--- config.mk ---
export PLATFORM = sky130hd
export DESIGN_NAME = base64_line_wrap_encoder
export DESIGN_NICKNAME = d
export VERILOG_FILES = /design/src/rtl/b64lw_pkg.sv /design/src/rtl/b64lw_cfg.sv /design/src/rtl/b64lw_enc.sv /design/src/rtl/b64lw_ser.sv /design/src/rtl/base64_line_wrap_encoder.sv
export SDC_FILE = /design/constraint.sdc
export NUM_CORES = 1
export LEC_CHECK = 0
export ABC_AREA = 0
export BUFFER_PORTS_ARGS = -buffer_cell sky130_fd_sc_hd__buf_4
export CAP_MARGIN = 20
export CORE_ASPECT_RATIO = 1.75
export CORE_UTILIZATION = 35
export CTS_CLUSTER_DIAMETER = 120
export DETAILED_ROUTE_END_ITERATION = 10
export PLACE_DENSITY = 0.55
export SLEW_MARGIN = 10
export SYNTH_ARGS = -nofsm -noshare
export SYNTH_HDL_FRONTEND = slang
export SYNTH_SLANG_ARGS = --single-unit
--- constraint.sdc ---
create_clock -name clk_i -period 4.4 [get_ports clk_i]
set_input_delay 0.44 -clock clk_i [delete_from_list [all_inputs] [get_ports clk_i]]
set_output_delay 0.44 -clock clk_i [all_outputs]
set_load 0.01 [all_outputs]
--- src/rtl/b64lw_pkg.sv ---
// Shared types, constants and the alphabet function of the base64 line-wrap encoder.
`default_nettype none

package b64lw_pkg;

  localparam int unsigned CHAR_W    = 8;
  localparam int unsigned RUN_DEPTH = 8;
  localparam int unsigned LIMIT_W   = 11;
  localparam int unsigned CFG_IDX_W = 2;
  localparam int unsigned CNT_W     = 4;

  localparam logic [CHAR_W-1:0] PAD_CHAR = 8'h3D;

  typedef enum logic [CFG_IDX_W-1:0] {
    REG_LINE_LIMIT = 2'd0,
    REG_EOL_FIRST  = 2'd1,
    REG_EOL_SECOND = 2'd2,
    REG_EOL_LENGTH = 2'd3
  } cfg_idx_e;

  typedef struct packed {
    logic [LIMIT_W-1:0] line_limit;
    logic [CHAR_W-1:0]  eol_first;
    logic [CHAR_W-1:0]  eol_second;
    logic [1:0]         eol_length;
  } cfg_t;

  // One item's worth of output characters, slot 0 goes out first.
  typedef struct packed {
    logic [RUN_DEPTH-1:0][CHAR_W-1:0] chars;
    logic [CNT_W-1:0]                 cnt;
    logic                             done;
  } run_t;

  // Map a sextet onto the standard alphabet.
  function automatic logic [CHAR_W-1:0] b64_char(input logic [5:0] v);
    logic [CHAR_W-1:0] c;
    if (v < 6'd26) begin
      c = 8'h41 + {2'b00, v};
    end else if (v < 6'd52) begin
      c = 8'h61 + {2'b00, v} - 8'd26;
    end else if (v < 6'd62) begin
      c = 8'h30 + {2'b00, v} - 8'd52;
    end else if (v == 6'd62) begin
      c = 8'h2B;
    end else begin
      c = 8'h2F;
    end
    return c;
  endfunction

endpackage

`default_nettype wire

--- src/rtl/b64lw_cfg.sv ---
// Configuration register file of the base64 line-wrap encoder.
`default_nettype none

module b64lw_cfg
  import b64lw_pkg::*;
(
  input  wire logic                 clk_i,
  input  wire logic                 rst_ni,
  input  wire logic                 cfg_we_i,
  input  wire logic [CFG_IDX_W-1:0] cfg_index_i,
  input  wire logic [LIMIT_W-1:0]   cfg_wdata_i,
  output cfg_t                      cfg_o
);

  cfg_t cfg_q;

  always_ff @(posedge clk_i or negedge rst_ni) begin
    if (!rst_ni) begin
      cfg_q.line_limit <= 11'd76;
      cfg_q.eol_first  <= 8'd13;
      cfg_q.eol_second <= 8'd10;
      cfg_q.eol_length <= 2'd2;
    end else if (cfg_we_i) begin
      unique case (cfg_idx_e'(cfg_index_i))
        REG_LINE_LIMIT: cfg_q.line_limit <= cfg_wdata_i;
        REG_EOL_FIRST:  cfg_q.eol_first  <= cfg_wdata_i[CHAR_W-1:0];
        REG_EOL_SECOND: cfg_q.eol_second <= cfg_wdata_i[CHAR_W-1:0];
        REG_EOL_LENGTH: cfg_q.eol_length <= cfg_wdata_i[1:0];
        default: ;
      endcase
    end
  end

  assign cfg_o = cfg_q;

endmodule

`default_nettype wire

--- src/rtl/b64lw_enc.sv ---
// Input register, group state and character-run builder of the encoder.
`default_nettype none

module b64lw_enc
  import b64lw_pkg::*;
(
  input  wire logic              clk_i,
  input  wire logic              rst_ni,
  input  wire cfg_t              cfg_i,
  input  wire logic              in_valid_i,
  output logic                   in_ready_o,
  input  wire logic [CHAR_W-1:0] data_byte_i,
  input  wire logic              byte_present_i,
  input  wire logic              message_end_i,
  output logic                   run_valid_o,
  input  wire logic              run_ready_i,
  output run_t                   run_o
);

  logic              item_valid_q;
  logic [CHAR_W-1:0] byte_q;
  logic              present_q;
  logic              end_q;

  logic [15:0]        held_q, held_d, held_n;
  logic [1:0]         fill_q, fill_d, fill_n;
  logic [LIMIT_W-1:0] lcnt_q, lcnt_d, lcnt_inc;

  logic              full, brk, tail, eol_two, take;
  logic [1:0]        n_eol;
  logic [2:0]        base, j;
  logic [CHAR_W-1:0] c1, c2;
  logic [3:0][CHAR_W-1:0] quad;
  logic [CNT_W-1:0]  eol_cnt;
  logic [2:0]        slot;

  always_comb begin
    c1       = held_q[15:8];
    c2       = held_q[7:0];
    full     = present_q && fill_q[1];
    lcnt_inc = lcnt_q + 11'd4;
    brk      = ({1'b0, lcnt_inc} + 12'd3) >= {1'b0, cfg_i.line_limit};

    // Group state after the byte, before any end-of-message flush.
    held_n = held_q;
    fill_n = fill_q;
    if (present_q) begin
      if (fill_q[1]) begin
        held_n = 16'h0000;
        fill_n = 2'd0;
      end else if (fill_q == 2'd1) begin
        held_n = {held_q[15:8], byte_q};
        fill_n = 2'd2;
      end else begin
        held_n = {byte_q, 8'h00};
        fill_n = 2'd1;
      end
    end

    tail = end_q && (fill_n != 2'd0);

    if (full) begin
      quad[0] = b64_char(c1[7:2]);
      quad[1] = b64_char({c1[1:0], c2[7:4]});
      quad[2] = b64_char({c2[3:0], byte_q[7:6]});
      quad[3] = b64_char(byte_q[5:0]);
    end else begin
      quad[0] = b64_char(held_n[15:10]);
      quad[1] = b64_char({held_n[9:8], (fill_n == 2'd2) ? held_n[7:4] : 4'h0});
      quad[2] = (fill_n == 2'd2) ? b64_char({held_n[3:0], 2'b00}) : PAD_CHAR;
      quad[3] = PAD_CHAR;
    end

    // Up to two end-of-line sequences follow the quad.
    n_eol   = {1'b0, full && brk} + {1'b0, end_q};
    eol_two = cfg_i.eol_length[1];
    case (n_eol)
      2'd0:    eol_cnt = 4'd0;
      2'd1:    eol_cnt = eol_two ? 4'd2 : 4'd1;
      default: eol_cnt = eol_two ? 4'd4 : 4'd2;
    endcase

    base = (full || tail) ? 3'd4 : 3'd0;
    for (int i = 0; i < RUN_DEPTH; i++) begin
      slot = 3'(i);
      j    = slot - base;
      if ((full || tail) && !slot[2]) begin
        run_o.chars[slot] = quad[slot[1:0]];
      end else if (eol_two && j[0]) begin
        run_o.chars[slot] = cfg_i.eol_second;
      end else begin
        run_o.chars[slot] = cfg_i.eol_first;
      end
    end
    run_o.cnt  = {1'b0, base} + eol_cnt;
    run_o.done = end_q;

    // Next group state once the item retires.
    held_d = held_n;
    fill_d = fill_n;
    lcnt_d = lcnt_q;
    if (full) begin
      lcnt_d = brk ? '0 : lcnt_inc;
    end
    if (end_q) begin
      held_d = 16'h0000;
      fill_d = 2'd0;
      lcnt_d = '0;
    end
  end

  assign run_valid_o = item_valid_q && (run_o.cnt != '0);
  assign take        = item_valid_q && ((run_o.cnt == '0) || run_ready_i);
  assign in_ready_o  = !item_valid_q || take;

  always_ff @(posedge clk_i or negedge rst_ni) begin
    if (!rst_ni) begin
      item_valid_q <= 1'b0;
      held_q       <= '0;
      fill_q       <= '0;
      lcnt_q       <= '0;
    end else begin
      if (in_ready_o) begin
        item_valid_q <= in_valid_i;
      end
      if (take) begin
        held_q <= held_d;
        fill_q <= fill_d;
        lcnt_q <= lcnt_d;
      end
    end
  end

  always_ff @(posedge clk_i) begin
    if (in_valid_i && in_ready_o) begin
      byte_q    <= data_byte_i;
      present_q <= byte_present_i;
      end_q     <= message_end_i;
    end
  end

endmodule

`default_nettype wire

--- src/rtl/b64lw_ser.sv ---
// Output shift buffer: sends one character of a run per word.
`default_nettype none

module b64lw_ser
  import b64lw_pkg::*;
(
  input  wire logic        clk_i,
  input  wire logic        rst_ni,
  input  wire logic        run_valid_i,
  output logic             run_ready_o,
  input  wire run_t        run_i,
  output logic             out_valid_o,
  input  wire logic        out_ready_i,
  output logic [CHAR_W-1:0] out_char_o,
  output logic             run_last_o,
  output logic             message_done_o
);

  logic [RUN_DEPTH-1:0][CHAR_W-1:0] buf_q;
  logic [CNT_W-1:0]                 rem_q;
  logic                             done_q;
  logic                             fire, last;

  assign out_valid_o    = (rem_q != '0);
  assign last           = (rem_q == 4'd1);
  assign fire           = out_valid_o && out_ready_i;
  assign run_ready_o    = !out_valid_o || (fire && last);
  assign out_char_o     = buf_q[0];
  assign run_last_o     = last;
  assign message_done_o = last && done_q;

  always_ff @(posedge clk_i or negedge rst_ni) begin
    if (!rst_ni) begin
      rem_q <= '0;
    end else if (run_valid_i && run_ready_o) begin
      rem_q <= run_i.cnt;
    end else if (fire) begin
      rem_q <= rem_q - 4'd1;
    end
  end

  always_ff @(posedge clk_i) begin
    if (run_valid_i && run_ready_o) begin
      buf_q  <= run_i.chars;
      done_q <= run_i.done;
    end else if (fire) begin
      buf_q <= {{CHAR_W{1'b0}}, buf_q[RUN_DEPTH-1:1]};
    end
  end

endmodule

`default_nettype wire

--- src/rtl/base64_line_wrap_encoder.sv ---
// Top level of the base64 encoder with line wrapping.
// Input channel: in_valid_i/in_ready_o carry one item per word: a message
// byte (data_byte_i, qualified by byte_present_i) and message_end_i, which
// closes the message. Output channel: out_valid_o/out_ready_i carry one
// character per word; run_last_o marks the last character caused by an
// item, message_done_o the last character of a whole message.
// Every third byte yields four alphabet characters; once the line count,
// those four included, plus three reaches line_limit an end-of-line
// sequence follows. The end of a message flushes leftover bytes as a padded
// tail and always appends end-of-line of one or two characters.
// An item is taken into the input register, built combinationally into a
// run of up to eight characters and loaded into the output shift buffer.
// Throughput is set by the output port, one character per cycle while
// out_ready_i is high. A new item is taken while the previous run drains;
// items that emit nothing retire without waiting for the output port.
// Reset clears the group state, line counter and both valid flags and
// loads the register defaults (76, CR, LF, two end-of-line bytes).
// When the receiver stalls, hold the current character; the run buffer
// and input register fill and then in_ready_o drops.
// Configuration: cfg_we_i writes cfg_wdata_i into register cfg_index_i
// (0 line_limit, 1 first EOL byte, 2 second EOL byte, 3 EOL length).
`default_nettype none

module base64_line_wrap_encoder
  import b64lw_pkg::*;
(
  input  wire logic                 clk_i,
  input  wire logic                 rst_ni,
  input  wire logic                 cfg_we_i,
  input  wire logic [CFG_IDX_W-1:0] cfg_index_i,
  input  wire logic [LIMIT_W-1:0]   cfg_wdata_i,
  input  wire logic                 in_valid_i,
  output logic                      in_ready_o,
  input  wire logic [CHAR_W-1:0]    data_byte_i,
  input  wire logic                 byte_present_i,
  input  wire logic                 message_end_i,
  output logic                      out_valid_o,
  input  wire logic                 out_ready_i,
  output logic [CHAR_W-1:0]         out_char_o,
  output logic                      run_last_o,
  output logic                      message_done_o
);

  cfg_t cfg;
  run_t run;
  logic run_valid, run_ready;

  b64lw_cfg u_cfg (
    .clk_i       (clk_i),
    .rst_ni      (rst_ni),
    .cfg_we_i    (cfg_we_i),
    .cfg_index_i (cfg_index_i),
    .cfg_wdata_i (cfg_wdata_i),
    .cfg_o       (cfg)
  );

  // Build the full character run of one item.
  b64lw_enc u_enc (
    .clk_i          (clk_i),
    .rst_ni         (rst_ni),
    .cfg_i          (cfg),
    .in_valid_i     (in_valid_i),
    .in_ready_o     (in_ready_o),
    .data_byte_i    (data_byte_i),
    .byte_present_i (byte_present_i),
    .message_end_i  (message_end_i),
    .run_valid_o    (run_valid),
    .run_ready_i    (run_ready),
    .run_o          (run)
  );

  // Drain the run one word at a time.
  b64lw_ser u_ser (
    .clk_i          (clk_i),
    .rst_ni         (rst_ni),
    .run_valid_i    (run_valid),
    .run_ready_o    (run_ready),
    .run_i          (run),
    .out_valid_o    (out_valid_o),
    .out_ready_i    (out_ready_i),
    .out_char_o     (out_char_o),
    .run_last_o     (run_last_o),
    .message_done_o (message_done_o)
  );

endmodule

`default_nettype wire

==> metrics.md <==
| Metric | Value |
|---|---|
| HPWL Detailed | `roughly 23000 um` |
| Die area | `between 20000 and 30000 um2` |
| # Max-Cap Violations | `0` |
| Htree depth | `4` |
| Initial antenna violation count | `1` |
| Non-filler cells, final | `between 1000 and 1500` |
| Vias | `~8400` |
| Worst Max-Slew Pin Slew | `0.954 ns` |
| Crit-path leading delay family | `simple AND/OR/NAND/NOR gates` |
| CTS tree | `done` |
| Largest net degree at the start of global routing | `76` |
| Xor/xnor share of the synthesized area | `3.58%` |
| Area leader, netlist | `edfxtp_1` |
| Worst Path Arrival | `roughly 4.3 ns` |
| Final Max Slew Viols | `0` |
| WS Path Type | `flip-flop to flip-flop` |
| Period utilization | `approximately nine tenths` |
| Req. time, crit path | `4.67 ns` |
| Synth cell types | `87` |
| Hold slack | `0.0800 ns` |
| Core box area | `approximately 27000 um2` |
| Clk Latency, worst-skew pair | `~0.43 ns` |
| F_max | `251 MHz` |
| Vias in the first global route | `8367` |
| Critical path's largest stage delay | `roughly 0.4 ns` |
| Unrepaired setup endpoints after global routing | `true` |
| Cts bufs inserted | `17` |
| Setup TNS | `0 ns` |
| Drt first pass iters | `5` |
| Max-slew headroom | `between 30% and 40%` |
| # IOs | `40` |
| Post-Synthesis Cell Area | `about 10000 um2` |
| Largest family of logic cells by synthesized area | `compound AO/OA/AOI/OAI gates` |
| Peak supply drop | `between 0.2 and 0.3 mV` |
| Final nets | `1201` |
| Clock Tree Buf Depth | `2` |
| Syn Area/Cell | `9.10 um2` |
| Vias/cell | `5.67` |
| WL per Instance | `20.9 um` |
| Final hold vios | `0` |
| Synthesized Nets | `between 1000 and 1500` |
| GRT overflow | `0` |
| Final Skew | `between 0.01 and 0.015 ns` |
| Post-synthesis mux area share | `under 10%` |
| Largest cells by area after synthesis | `edfxtp_1 23%, dfrtp_1 13%, ha_1 9.9%` |
| Synth-to-layout area growth | `13.3%` |
| Count of input and output buffers | `39` |
| Initial core utilization | `~36%` |
| Placed cell count | `~1400` |
| Die width | `128 um` |
| Total track usage | `22.6%` |
| CP endpoint kind | `flip-flop` |
| Post-CTS setup buffers | `0` |
| Top post-synthesis cells by count | `125 x nand2_1, 96 x o21ai_0, 77 x ha_1` |
| Final count of negative-setup-slack endpoints | `0` |
| Global-route wire length before repair | `48200 um` |
| Min-Delay Path Class | `input port to async pin` |
| DR DRC count | `0` |
| CP max FO | `75` |
| CTS Sinks | `around 130` |
| Ys flop type | `edfxtp_1` |
| Ant diodes | `0` |
| Share of cells above drive strength 1 | `between 10% and 20%` |
| Status | `complete, no violations` |
| Cell row count | `80` |
| Reg clk slew, reported paths | `0.06 ns` |
| Crit path launch type | `flip-flop` |
| Simple-gate share of the synthesized area | `between 10% and 20%` |
| RePlAce Congestion | `about 0.94` |
| Buffers plus inverters on the worst setup path | `1` |
| Area fraction in compound gates after synthesis | `between 20% and 30%` |
| PwrDens | `572 nW/um2` |
| Critical path, cell by cell | `ha_1, nand3_1, nor2_2, xor2_1, ha_1, and3_1, o211ai_1, a31oi_1, nor2_1, nor2_1, ha_1, nand2_1, ha_1, a31oi_1, nand2_2, buf_12, a21oi_1, a22oi_1, nor3_1` |
| Final ANT Viol Nets | `0` |
| CTS Root Cell | `clkbuf_16` |
| Most common cell on crit path | `ha_1` |
| Post-Syn Instances | `1074` |
| Height of the chip | `around 220 um` |
| Async S/R FF share, synth | `a little over two fifths` |
| Critical path's slowest cell | `dfrtp_1` |
| Ys Warns | `0` |
| Synth top area share | `~23%` |
| Leak Pwr | `about 4.6 nW` |
| #FFs+latches synth | `~130` |
| Design Power | `6.33 mW` |
| Tmin final | `around 4 ns` |
| Synth Area in Adders | `9.86%` |
| Total wire length | `approximately 30000 um` |
| Initial drt markers | `774` |
| Register area share after synthesis | `a little under two fifths` |
| Post-synth EDFFs | `75` |
| Cell with the most instances after synthesis | `nand2_1` |
layer usage:
layer	track usage, %	part of all wire (%)	up-vias
met3	3.43	3.2	100
met1	23.5	36	4079
met2	40.5	53	266
met4	16.8	7.1	0
met5	0	0	-
li1	-	-	3939
power by group:
part / internal [mW] / switching (mW)
Clock: 0.882 / 0.555
Combinational: 1.07 / 1.81
Sequential: 1.70 / 0.312
Total: 3.66 / 2.68
cells in the final DEF, fill, tap and decap left out, drive strengths merged, types with 8 or more instances in the layout:
master	count
or3	16
a21oi	77
a221oi	9
o211ai	10
a21o	16
nand3	24
a22oi	14
nor2b	15
and2	9
o22ai	8
o21ai	99
dfstp	9
edfxtp	75
and3	9
mux2i	11
xnor2	28
nor3	31
dfrtp	49
ha	77
mux2	19
nand2b	16
nor2	55
nand2	125
xor2	12
buf	68
a31oi	21
inv	68
clkbuf	24
o31ai	12
final cells by class:
cell class                      instances  area (um2)
Clock buffer                           24         483
Tap cell                              369         462
Multi-Input combinational cell        807        5500
Fill cell                            2696       16300
Inverter                               69         262
Timing Repair Buffer                   68         548
Sequential cell                       133        3710
Clock inverter                          8         101
worst paths after layout:
kind                                      start         endpoint  slack, ns  cells after the start
worst max-delay path            u_enc.lcnt_q[3]  u_ser.buf_q[13]       0.42                     19
worst min-delay path                     rst_ni   u_cfg.cfg_o[6]       0.08                      1
worst max register to register  u_enc.lcnt_q[3]  u_ser.buf_q[13]       0.42                     19
worst min register to register   u_cfg.cfg_o[2]   u_cfg.cfg_o[2]       0.51                      1
max in group asynchronous                rst_ni  u_enc.lcnt_q[8]       3.79                      1
min in group clk_i               data_byte_i[2]  u_enc.byte_q[2]       0.18                      1
timing repair:
action                                  4_1_cts  5_1_grt
gates resized for setup                       0        5
endpoints found under the setup margin        0        6
hold buffers                                  0        0
through the flow:
step	utilization [%]	worst slack [ns]	area (um2)
after detailed placement	38.3	0.297	10500
final	40.5	0.415	11100
after CTS	40.5	0.246	11100
after global routing	40.5	-0.0314	11100
after global placement	38.3	0.372	10500
after floorplan	-	0.357	9770
registers in the layout, indices dropped and copies added, names as in the netlist:
name and count:
u_enc.end_q 1, u_enc.lcnt_q 9, u_enc.present_q 1, u_enc.item_valid_q 1, u_cfg.cfg_o 26, u_enc.byte_q 8
u_ser.rem_q 4, u_ser.out_char_o 8, u_enc.fill_q 2, u_ser.buf_q 56, u_ser.done_q 1, u_enc.held_q 16
cells by family (layout without fill, tap and decap cells):
kind of cell             after synthesis  count (layout)
adder cells (fa/ha/maj)               77              77
XOR/XNOR                              40              40
buffers and inverters                134             169
AND/OR/NAND/NOR                      328             328
flip-flops                           133             133
multiplexers                          30              30
AO/OA/AOI/OAI                        332             332
No activity file was read; power rests on OpenSTA's default activity.
